<file path="src/sv/tpc_pkg.sv">
`timescale 1ns / 1ps

package tpc_pkg;

    // Table and field geometry
    localparam int TABLE_DEPTH  = 256;
    localparam int ADDR_W       = $clog2(TABLE_DEPTH);
    localparam int MAX_CODE_LEN = 32;
    localparam int CODE_W       = 32;
    localparam int LEN_W        = 6;
    localparam int VALUE_W      = 16;
    localparam int ENTRY_W      = CODE_W + LEN_W + VALUE_W;

    // Bits gathered before the first table lookup, after reset
    localparam logic [LEN_W-1:0] FIRST_TRY_BITS = LEN_W'(8);

    typedef enum logic [1:0] {
        OP_LOAD   = 2'd0,
        OP_DECODE = 2'd1,
        OP_FLUSH  = 2'd2,
        OP_ENCODE = 2'd3
    } op_t;

    typedef enum logic [1:0] {
        RES_SYMBOL   = 2'd0,
        RES_CODE     = 2'd1,
        RES_NO_CODE  = 2'd2,
        RES_NO_MATCH = 2'd3
    } res_status_t;

    typedef enum logic [1:0] {
        S_IDLE,
        S_SCAN,
        S_RESULT
    } state_t;

    // Controller to datapath
    typedef struct packed {
        logic accept;
        logic scan;
        logic load_out;
    } ctl_cmd_t;

    // Datapath to controller
    typedef struct packed {
        logic need_scan;
        logic scan_done;
        logic res_emit;
        logic out_free;
    } ctl_stat_t;

endpackage

</file>
<file path="src/sv/tpc_ctrl.sv">
`timescale 1ns / 1ps

module tpc_ctrl (
    input  logic               clk,
    input  logic               rst_n,
    input  logic               in_valid,
    output logic               in_stall,
    input  tpc_pkg::ctl_stat_t stat,
    output tpc_pkg::ctl_cmd_t  cmd
);

    import tpc_pkg::*;

    state_t state_reg;
    state_t state_next;

    // State register
    always_ff @(posedge clk or negedge rst_n)
    begin
        if (!rst_n)
        begin
            state_reg <= S_IDLE;
        end
        else
        begin
            state_reg <= state_next;
        end
    end

    // Next state
    always_comb
    begin
        state_next = state_reg;
        unique case (state_reg)
            S_IDLE:
            begin
                if (in_valid && stat.need_scan)
                begin
                    state_next = S_SCAN;
                end
            end
            S_SCAN:
            begin
                if (stat.scan_done)
                begin
                    state_next = S_RESULT;
                end
            end
            S_RESULT:
            begin
                if (!stat.res_emit || stat.out_free)
                begin
                    state_next = S_IDLE;
                end
            end
            default:
            begin
                state_next = S_IDLE;
            end
        endcase
    end

    // Outputs
    always_comb
    begin
        in_stall     = 1'b1;
        cmd.accept   = 1'b0;
        cmd.scan     = 1'b0;
        cmd.load_out = 1'b0;
        unique case (state_reg)
            S_IDLE:
            begin
                in_stall   = 1'b0;
                cmd.accept = in_valid;
            end
            S_SCAN:
            begin
                cmd.scan = 1'b1;
            end
            S_RESULT:
            begin
                cmd.load_out = stat.res_emit && stat.out_free;
            end
            default:
            begin
                in_stall = 1'b1;
            end
        endcase
    end

endmodule

</file>
<file path="config.mk">
export PLATFORM = sky130hd
export DESIGN_NAME = tpc_ctrl
export DESIGN_NICKNAME = d
export VERILOG_FILES = /design/src/sv/tpc_pkg.sv /design/src/sv/tpc_ctrl.sv
export SDC_FILE = /design/constraint.sdc
export NUM_CORES = 1
export LEC_CHECK = 0
export ABC_CLOCK_PERIOD_IN_PS = 1600
export BUFFER_PORTS_ARGS = -buffer_cell sky130_fd_sc_hd__buf_2
export CORE_AREA = 2 2 39 41
export CTS_CLUSTER_SIZE = 24
export DETAILED_ROUTE_END_ITERATION = 8
export DIE_AREA = 0 0 41 43
export PLACE_DENSITY = 0.3
export SETUP_SLACK_MARGIN = 0.2
export SYNTH_ARGS = -nofsm -noshare
export SYNTH_HDL_FRONTEND = slang
export SYNTH_SLANG_ARGS = --single-unit
</file>
<file path="constraint.sdc">
create_clock -name clk -period 1.6 [get_ports clk]
set_input_delay 0.24 -clock clk [delete_from_list [all_inputs] [get_ports clk]]
set_output_delay 0.24 -clock clk [all_outputs]
set_load 0.01 [all_outputs]
</file>
==> out/results.ini, run 1 <==
[outcome]
status=finished clean

[drt]
detailedRoute.firstIterationViolations=1
detail_route.first_pass.iterations=2
drt_wl_total_um=358
post_drt_wl_per_cell_um=8.33
postRouteAntennaNets=0
drc=0
drt-vias-per-instance=3.14
dr_total_vias=135

[worst_setup_path]
critical_path.max_fanout=4
worstSetupPathType=flip-flop to primary output
start_kind=flip-flop
timing.critical_path.cells=or2_4, nor2_2, buf_2
critPathRequiredTime_ns=1.36
timing.reg2reg.worst_path_depth=3
cpPeakStageDelay_ns=0.41
crit_cells=3
cp_top_family=flip-flops
timing.critical_path.arrival_ns=1.08
critical_path.n_buffers_inverters=1
critPathSlowestCell=sky130_fd_sc_hd__dfrtp_1
timing.critical_path.to_type=primary output

[sta]
setup_violations=0
hold_violations=0
finClkSkew_ns=0.000824
max_clock_freq_ghz=0.756
worst_pin_slew_ns=0.172
timing.setup.tns_ns=0
slew-limit-headroom=0.885
period_utilization_post_route=0.827
unrepaired_setup_endpoints_after_global_routing=no
fin_crit_ns=1.32
slew_violations=0

[yosys]
synthDistinctLibCells=11
post_synth_inst_count=13
netlist.top_cell.by_area=sky130_fd_sc_hd__dfrtp_1
synth-main-ff-cell=sky130_fd_sc_hd__dfrtp_1
synth-async-reset-ratio=1.00
ys_seq_elements=2
post_synth_edffs=0
synth.yosys.warnings=0
postSynthAreaPerCell_um2=10.7
synthesis.area_um2=139
netlist_top_cells_count=2 x sky130_fd_sc_hd__dfrtp_1, 2 x sky130_fd_sc_hd__inv_1
synth_nets=20
synth_top_area_frac=0.360
synth_area_leaders=sky130_fd_sc_hd__dfrtp_1 36%, sky130_fd_sc_hd__o2bb2ai_2 11%, sky130_fd_sc_hd__nor2b_4 9.9%
synth-seq-area-share=0.360

[finish]
multi_input_comb_area_um2=76.3
fin_nets=36
n_antenna_cell=0
final_core_utilization=0.176
largest_register_ffs=2
layoutNonFillerInstCount=43
n_fill_cell=160
final_layout_size_suffix_gt1_frac=0.741
flip_flop_and_latch_area_um2=50.0
areaGrowthSynthToFinish_pct=75.7

[power_and_ir_drop]
powerDensity_mw_per_mm2=1060
vdd.ir_drop.worst_mv=0.367
p_leak_uw=0.000131

[clock_network]
insertion_delay_ns=0.22
ctsHtreeMaxLevel=1
buffers_from_clock_root_to_sink_at_most=2
total_cts_buffers=3
clk_slew_on_worst_s_h_paths_ns=0.03
cts_tree=yes
cts.root.buffer_cell=sky130_fd_sc_hd__clkbuf_4
numClockSinks=2

[global_route]
first_global_vias=141
grt_first_pass_wirelength_um=531
maximum_number_of_pins_on_one_net_before_global_route_repair=5
grtUsageTotal=0.0533
antenna_found_initial=0
overflow=0

[die]
initial_core_util=0.100
die_height_um=43
die_x_um=41
core.rowCount=14
floorplan.core_area_mm2=0.00138
fp.dieArea_mm2=0.00176
design.portCount=11

[placed_design]
dp.final_hpwl_um=287
placement.io_buffers=10
dp_cells=38
finalWeightedCongestion=0.562

[hold_path]
min_delay_path_depth=2
min-delay-path-class=primary input to flip-flop

[run]
max_cap_violations=0

==> report_power, final <==
group          internal [uW]  switching (uW)  leakage (uW)
logic                   47.4            33.3     0.0000914
clock network           82.7            27.9     0.0000138
registers               58.1            8.48     0.0000263
total                    188            69.6      0.000131
==> cells in the final DEF (no fill, tap or decap) <==
cell                            instances
sky130_fd_sc_hd__clkbuf_4               3
sky130_fd_sc_hd__dfrtp_1                2
sky130_fd_sc_hd__dlygate4sd3_1          1
sky130_fd_sc_hd__nor2b_4                1
sky130_fd_sc_hd__and4b_2                1
sky130_fd_sc_hd__nor3b_1                1
sky130_fd_sc_hd__nor2_2                 1
sky130_fd_sc_hd__buf_4                  1
sky130_fd_sc_hd__nand2_1                1
sky130_fd_sc_hd__o2bb2ai_2              1
sky130_fd_sc_hd__or2_4                  1
sky130_fd_sc_hd__a22o_2                 1
sky130_fd_sc_hd__buf_2                 10
sky130_fd_sc_hd__inv_1                  2
==> layout make-up <==
class | count | share of cell area
sequential | 2 | 0.205
tap | 16 | 0.0821
clock buffer | 3 | 0.0923
inverter | 2 | 0.0308
multi-input combinational | 8 | 0.313
timing repair buffer | 12 | 0.277
==> final timing paths <==
kind	start	to	slack (ns)
setup / recovery	state_reg[1]	cmd[2]	0.28
max in group asynchronous	rst_n	state_reg[0]	1.17
min in group asynchronous	rst_n	state_reg[1]	0.33
hold / removal	stat[2]	state_reg[1]	0.27
hold reg to reg	state_reg[1]	state_reg[1]	0.61
setup reg to reg	state_reg[1]	state_reg[0]	0.61
==> timing repair <==
| action | CTS | global route |
|---|---|---|
| hold buffers | 1 | 0 |
| setup buffers | 0 | 1 |
| setup endpoints to repair | 0 | 1 |
| hold endpoints to repair | 2 | 0 |
| resized for setup | 0 | 1 |
==> kinds of logic (layout without fill, tap and decap cells) <==
family                 Yosys count  in the layout  synth area share
AND/OR/NAND/NOR                  6              6             0.351
AO/OA/AOI/OAI                    2              2             0.180
flip-flops                       2              2             0.360
buffers and inverters            3             17             0.108
==> through the flow <==
step | total power (uW) | cell area (um2) | worst slack, ns | hold WS [ns]
6_report | 258 | 244 | 0.277 | 0.274
5_1_grt | 285 | 244 | 0.203 | 0.276
4_1_cts | 258 | 234 | 0.223 | 0.267
3_5_place_dp | 137 | 201 | 0.467 | 0.0277
3_3_place_gp | 136 | 201 | 0.475 | 0.0256
2_1_floorplan | 115 | 139 | 0.501 | -0.0556
==> layer usage <==
layer  GRT usage  wire length (um)  vias up
met5           0                 0        -
met4      0.0800                 0        0
met3      0.0314                38        0
met2      0.0594               159        9
met1      0.0516               161       54
li1            -                 -       72
==> worst reg2reg max path, cell delays in order, from the launching register on <==
cell,delay (ns)
sky130_fd_sc_hd__dfrtp_1,0.41
sky130_fd_sc_hd__or2_4,0.26
sky130_fd_sc_hd__buf_4,0.13
sky130_fd_sc_hd__o2bb2ai_2,0.11
Note: power is estimated with default switching activity, not from simulation.
==> inputs of run 2 (changes only) <==
--- a/config.mk
+++ b/config.mk
@@ -5,7 +5,7 @@
 export SDC_FILE = /design/constraint.sdc
 export NUM_CORES = 1
 export LEC_CHECK = 0
-export ABC_CLOCK_PERIOD_IN_PS = 1600
+export ABC_CLOCK_PERIOD_IN_PS = 1050
 export BUFFER_PORTS_ARGS = -buffer_cell sky130_fd_sc_hd__buf_2
 export CORE_AREA = 2 2 39 41
 export CTS_CLUSTER_SIZE = 24
==> constraint.sdc (replaced) <==
create_clock -name clk -period 1.05 [get_ports clk]
set_input_delay 0.1575 -clock clk [delete_from_list [all_inputs] [get_ports clk]]
set_output_delay 0.1575 -clock clk [all_outputs]
set_load 0.01 [all_outputs]
==> run 2 against run 1 <==
Largest power group is now combinational logic. Final cell count rose by 4.7%. Count of clock-buffer cells in the layout unchanged. Sequential share of layout area is 3.6 points lower. Total power increased by 72%. Critical path depth unchanged. Flip-flop and latch count unchanged. Worst hold slack worse by 0.071 ns. The flow now finishes with violations (setup timing). Combinational power increased by 120%. First-iteration DRC count down 100%.
==> out/results.ini, run 2 (synthesis gave the netlist of run 1 again) <==
[outcome]
status=finished with violations
failed_checks=setup timing

[worst_setup_path]
timing.critical_path.to_type=primary output
timing.critical_path.cells=or2_4, nor2_4, buf_6
cp_top_family=flip-flops
regToRegSetupSlack_ns=0.02  ; -0.59 ns
timing.reg2reg.worst_path_depth=3  ; unchanged
cpPeakStageDelay_ns=0.38  ; -0.03 ns
critical_path.n_buffers_inverters=1  ; unchanged
worstSetupPathType=flip-flop to primary output
critical_path.max_fanout=3  ; -1
last_element_of_the_critical_path=cmd[2]
critPathRequiredTime_ns=0.89  ; -0.47 ns
critPathSlowestCell=sky130_fd_sc_hd__dfrtp_1
crit_cells=3  ; unchanged
start_kind=flip-flop
crit_path_start=state_reg[1]
timing.critical_path.arrival_ns=1.06  ; -0.02 ns
regToRegEndpoint=state_reg[1]
r2r_start=state_reg[0]

[drt]
drc=0  ; unchanged
detailedRoute.firstIterationViolations=0  ; -1
post_drt_wl_per_cell_um=8.33  ; about the same
detail_route.first_pass.iterations=1  ; -1
dr_total_vias=154  ; +14%
postRouteAntennaNets=0  ; unchanged
drt-vias-per-instance=3.42  ; +9.0%
drt_wl_total_um=375  ; +4.7%

[finish]
multi_input_comb_area_um2=93.8  ; +23%
n_antenna_cell=0  ; unchanged
final_layout_size_suffix_gt1_frac=0.759  ; +0.0179
layout.cells.most_common=sky130_fd_sc_hd__buf_2
layout_common_cells=7 x sky130_fd_sc_hd__buf_2, 3 x sky130_fd_sc_hd__clkbuf_4, 3 x sky130_fd_sc_hd__buf_6, 3 x sky130_fd_sc_hd__buf_4
areaGrowthSynthToFinish_pct=113
largest_register_ffs=2  ; unchanged
fin_nets=38  ; +5.6%
layoutNonFillerInstCount=45  ; +4.7%
final_design_area_no_fill_um2=295  ; +21%
flip_flop_and_latch_area_um2=50.0  ; unchanged
n_fill_cell=161  ; +0.63%

[global_route]
first_global_vias=155  ; +9.9%
grtUsageTotal=0.0502  ; -0.00307
antenna_found_initial=0  ; unchanged
grt_first_pass_wirelength_um=552  ; +4.0%
maximum_number_of_pins_on_one_net_before_global_route_repair=5  ; unchanged
overflow=0  ; unchanged

[placed_design]
pre_cts_slack_ns=0.0245  ; -0.443 ns
placement.io_buffers=10  ; unchanged
place_area_um2=216  ; +7.5%
dp.final_hpwl_um=316  ; +10%
finalWeightedCongestion=0.582  ; +3.6%
dp_cells=39  ; +2.6%

[sta]
timing.setup.tns_ns=-0.485  ; -0.485 ns
hold_violations=0  ; unchanged
period_utilization_post_route=1.16
post-route-worst-setup-slack_ns=-0.165  ; -0.441 ns
hold_ws_ns=0.203  ; -0.0712 ns
worst_pin_slew_ns=0.176  ; +0.00404 ns
fin_crit_ns=1.21
setup_violations=4  ; +4
finClkSkew_ns=0.00147  ; +0.000647 ns
slew-limit-headroom=0.882  ; -0.00270
slew_violations=0  ; unchanged
unrepaired_setup_endpoints_after_global_routing=yes
max_clock_freq_ghz=0.823

[die]
fp.dieArea_mm2=0.00176  ; unchanged
die_height_um=43  ; unchanged
die_x_um=41  ; unchanged
floorplan.core_area_mm2=0.00138  ; unchanged
core.rowCount=14  ; unchanged
initial_core_util=0.100  ; unchanged
design.portCount=11  ; unchanged

[hold_path]
min-delay-path-class=primary input to flip-flop

[power_and_ir_drop]
vdd.ir_drop.worst_mv=0.609  ; +66%
powerDensity_mw_per_mm2=1500  ; +42%
p_leak_uw=0.000149  ; +14%

[run]
max_cap_violations=0  ; unchanged

[clock_network]
ctsHtreeMaxLevel=1  ; unchanged
numClockSinks=2  ; unchanged
insertion_delay_ns=0.22  ; about the same
total_cts_buffers=3  ; unchanged
clk_slew_on_worst_s_h_paths_ns=0.03  ; about the same
buffers_from_clock_root_to_sink_at_most=2  ; unchanged
cts.root.buffer_cell=sky130_fd_sc_hd__clkbuf_4
cts_tree=yes

[run 2: final cells by class]
class                           count  share of cell area
Sequential cell                     2               0.169
Clock buffer                        3              0.0763
Timing Repair Buffer               14               0.343
Tap cell                           16              0.0678
Multi-Input combinational cell      8               0.318
Inverter                            2              0.0254
[run 2: worst min-delay path by stage]
stage / from / endpoint / slack (ns) / depth (start not counted)
2_1_floorplan: rst_n / state_reg[0] / -0.14 / 0
3_3_place_gp: rst_n / state_reg[1] / -0.06 / 1
3_5_place_dp: rst_n / state_reg[0] / -0.06 / 1
4_1_cts: stat[2] / state_reg[1] / 0.19 / 2
5_1_grt: stat[2] / state_reg[1] / 0.20 / 2
6_report: stat[2] / state_reg[1] / 0.20 / 2
[run 2: where the power goes]
group	switching, uW	leakage (uW)	internal, uW
registers	9.72	0.0000263	88.6
logic	71.3	0.000109	109
clock network	38.9	0.0000138	126
[run 2: layer usage]
layer | vias up | track usage | wire, um | part of all wire
li1 | 77 | - | - | -
met1 | 68 | 0.0514 | 171 | 0.46
met2 | 9 | 0.0688 | 158 | 0.42
met3 | 0 | 0.0471 | 45 | 0.12
met4 | 0 | 0.0200 | 0 | 0
met5 | - | 0 | 0 | 0
[run 2: repair_timing]
item,CTS,global route
resized for setup,4,0
buffers inserted,2,0
hold buffers,1,0
setup endpoints to repair,6,6
pin swaps,1,0
gates cloned,0,0
hold endpoints to repair,2,0
[run 2: worst register-to-register path, stage by stage, from the launching register on]
cell,delay (ns)
sky130_fd_sc_hd__dfrtp_1,0.39
sky130_fd_sc_hd__nor2b_4,0.14
sky130_fd_sc_hd__buf_4,0.14
sky130_fd_sc_hd__a22o_2,0.24
[run 2: stage by stage]
stage,power [uW],util
floorplan,184,-
global placement,225,0.156
detailed placement,226,0.156
CTS,456,0.213
global route,478,0.213
finish,443,0.213
==> inputs of run 3 (changes only) <==
--- a/config.mk
+++ b/config.mk
@@ -5,6 +5,7 @@
 export SDC_FILE = /design/constraint.sdc
 export NUM_CORES = 1
 export LEC_CHECK = 0
+export ABC_AREA = 1
 export ABC_CLOCK_PERIOD_IN_PS = 1050
 export BUFFER_PORTS_ARGS = -buffer_cell sky130_fd_sc_hd__buf_2
 export CORE_AREA = 2 2 39 41
==> run 3 against run 2 <==
Critical path depth is 1 higher. The run still ends with setup timing left. Sequential share of layout area up 3.9 points. Setup slack better by 0.034 ns. Total power is 15% lower. Critical endpoint unchanged. Synthesized cell count increased by 85%. Register-to-register slack improved by 0.27 ns. Non-clock buffer count decreased by 3.
==> out/results.ini, run 3 <==
[sta]
max_clock_freq_ghz=0.847  ; +2.9%
worst_pin_slew_ns=0.168  ; -0.00808 ns
timing.setup.tns_ns=-0.362  ; +0.122 ns
slew-limit-headroom=0.888  ; +0.00564
setup_violations=4  ; unchanged
finClkSkew_ns=0.00136  ; -0.000113 ns
post-route-worst-setup-slack_ns=-0.131  ; +0.0341 ns
hold_violations=0  ; unchanged
fin_crit_ns=1.18  ; -0.0341 ns
slew_violations=0  ; unchanged
period_utilization_post_route=1.12  ; -0.0324
unrepaired_setup_endpoints_after_global_routing=yes

[die]
die_height_um=43  ; unchanged
die_x_um=41  ; unchanged
core.rowCount=14  ; unchanged
design.portCount=11  ; unchanged
floorplan.core_area_mm2=0.00138  ; unchanged
initial_core_util=0.101  ; +0.000904
fp.dieArea_mm2=0.00176  ; unchanged

[drt]
drc=0  ; unchanged
detail_route.first_pass.iterations=4  ; +3
postRouteAntennaNets=0  ; unchanged
detailedRoute.firstIterationViolations=3  ; +3
post_drt_wl_per_cell_um=6.75  ; -19%
met2RoutedLength_um=159  ; +0.63%
dr_total_vias=163  ; +5.8%
drt_wl_total_um=358  ; -4.5%
detailroute.wirelength.met3_um=50  ; +11%
drt-vias-per-instance=3.08  ; -10%
drt-met1-wl_um=148  ; -13%
highest_layer=met3

[hold_path]
min-delay-path-class=primary input to flip-flop
timing.hold.worst.start=stat[2]

[finish]
largest_register_ffs=2  ; unchanged
final_core_utilization=0.174  ; -0.0398
fin_nets=46  ; +21%
n_antenna_cell=0  ; unchanged
layout_common_cells=10 x sky130_fd_sc_hd__buf_2, 8 x sky130_fd_sc_hd__nand2_1, 5 x sky130_fd_sc_hd__inv_1, 3 x sky130_fd_sc_hd__nor2_2, 3 x sky130_fd_sc_hd__clkbuf_4
layoutNonFillerInstCount=53  ; +18%
layout.cells.most_common=sky130_fd_sc_hd__buf_2
n_fill_cell=162  ; +0.62%
final_layout_size_suffix_gt1_frac=0.486  ; -0.272
areaGrowthSynthToFinish_pct=71.4

[clock_network]
insertion_delay_ns=0.22  ; about the same
total_cts_buffers=3  ; unchanged
numClockSinks=2  ; unchanged
cts.root.buffer_cell=sky130_fd_sc_hd__clkbuf_4
clk_slew_on_worst_s_h_paths_ns=0.03  ; about the same
cts_tree=yes
ctsHtreeMaxLevel=1  ; unchanged
buffers_from_clock_root_to_sink_at_most=2  ; unchanged

[yosys]
synth-main-ff-cell=sky130_fd_sc_hd__dfrtp_1
synthDistinctLibCells=8  ; -3
ys_seq_elements=2  ; unchanged
post_synth_edffs=0  ; unchanged
postSynthAreaPerCell_um2=5.84  ; -45%
netlist_top_cells_count=8 x sky130_fd_sc_hd__nand2_1, 6 x sky130_fd_sc_hd__inv_1, 4 x sky130_fd_sc_hd__nor2_1
synth_area_leaders=sky130_fd_sc_hd__dfrtp_1 36%, sky130_fd_sc_hd__nand2_1 21%, sky130_fd_sc_hd__inv_1 16%
synth.yosys.warnings=0  ; unchanged
synthesis.area_um2=140  ; +0.90%
synth-seq-area-share=0.357  ; -0.00322
synth.most_common_cell=sky130_fd_sc_hd__nand2_1
post_synth_inst_count=24  ; +11
netlist.top_cell.by_area=sky130_fd_sc_hd__dfrtp_1
synth-async-reset-ratio=1.00  ; unchanged
synth_nets=31  ; +55%
synth_top_area_frac=0.357  ; -0.00322

[power_and_ir_drop]
powerDensity_mw_per_mm2=1560  ; +3.9%
total_power_uw=375  ; -15%
p_leak_uw=0.000154  ; +2.9%
vdd.ir_drop.worst_mv=0.491  ; -19%

[worst_setup_path]
start_kind=flip-flop
worstSetupPathType=flip-flop to primary output
timing.critical_path.cells=nor2_2, inv_2, nor2_2, buf_2
r2r_start=state_reg[0]
cp_common_cell=sky130_fd_sc_hd__nor2_2
critPathRequiredTime_ns=0.89  ; about the same
critical_path.max_fanout=3  ; unchanged
timing.critical_path.arrival_ns=1.02  ; -0.04 ns
crit_path_start=state_reg[1]
critPathSlowestCell=sky130_fd_sc_hd__dfrtp_1
cpPeakStageDelay_ns=0.40  ; +0.02 ns
timing.critical_path.to_type=primary output

[placed_design]
dp.final_hpwl_um=264  ; -16%
placement.io_buffers=10  ; unchanged
finalWeightedCongestion=0.604  ; +3.7%
dp_cells=49  ; +26%

[global_route]
antenna_found_initial=0  ; unchanged
first_global_vias=162  ; +4.5%
grtUsageTotal=0.0543  ; +0.00407
maximum_number_of_pins_on_one_net_before_global_route_repair=5  ; unchanged
overflow=0  ; unchanged
grt_first_pass_wirelength_um=524  ; -5.1%

[outcome]
status=finished with violations
failed_checks=setup timing

[run]
max_cap_violations=0  ; unchanged

## run 3: cell types whose count changed after synthesis, sizes merged
cell,delta
nor2b,-1
nand2,+7
and4b,-1
nor2,+4
nor3b,-1
inv,+5
or2,-1
nor3,+1
o2bb2ai,-1
a22o,-1
## run 3: stage by stage
| step | instance area (um2) | hold WS, ns | setup slack, ns |
|---|---|---|---|
| 2_1_floorplan | 143 | -0.138 | 0.159 |
| 3_3_place_gp | 205 | -0.0515 | 0.0498 |
| 3_5_place_dp | 205 | -0.0530 | 0.0753 |
| 4_1_cts | 240 | 0.154 | -0.149 |
| 5_1_grt | 240 | 0.173 | -0.191 |
| 6_report | 240 | 0.159 | -0.131 |
## run 3: layout make-up
cell class	count	area, um2	share of cell area
multi-input combinational	14	61.3	0.255
timing repair buffer	11	60.1	0.250
sequential	2	50.0	0.208
inverter	7	26.3	0.109
clock buffer	3	22.5	0.0938
tap	16	20.0	0.0833
## run 3: timing repair
item | 4_1_cts | 5_1_grt
hold buffers | 1 | 0
pin swaps | 1 | 1
buffers inserted | 0 | 0
resized for setup | 1 | 1
endpoints found under the hold margin | 2 | 0
endpoints found under the setup margin | 4 | 4
## run 3: per-layer routing
metal,vias up,GRT usage
li1,91,-
met1,63,0.0452
met2,9,0.0688
met3,0,0.0314
met4,0,0.0800
met5,-,0
## run 3: worst paths after layout
check                      cells after the start            to  slack, ns
setup / recovery                               4        cmd[2]      -0.13
hold / removal                                 3  state_reg[1]       0.16
setup reg to reg                               4  state_reg[1]       0.29
hold reg to reg                                3  state_reg[1]       0.60
min in group asynchronous                      2  state_reg[1]       0.25
max in group asynchronous                      2  state_reg[0]       0.70
## run 3: logic make-up after synthesis
family / synth area share
buffers and inverters: 0.241
DFF: 0.357
and+or+nand+nor: 0.402
## run 3: power by group
part           internal, uW  leakage (uW)  switching, uW
Combinational          44.0      0.000113           56.6
Sequential             88.5     0.0000263           14.2
Clock                   126     0.0000138           45.0
## run 3: critical path: cells and delay by family, from the launching register on
kind,cells,cell delay [ns]
and+or+nand+nor,2,0.22
DFF,1,0.40
buffers and inverters,2,0.17
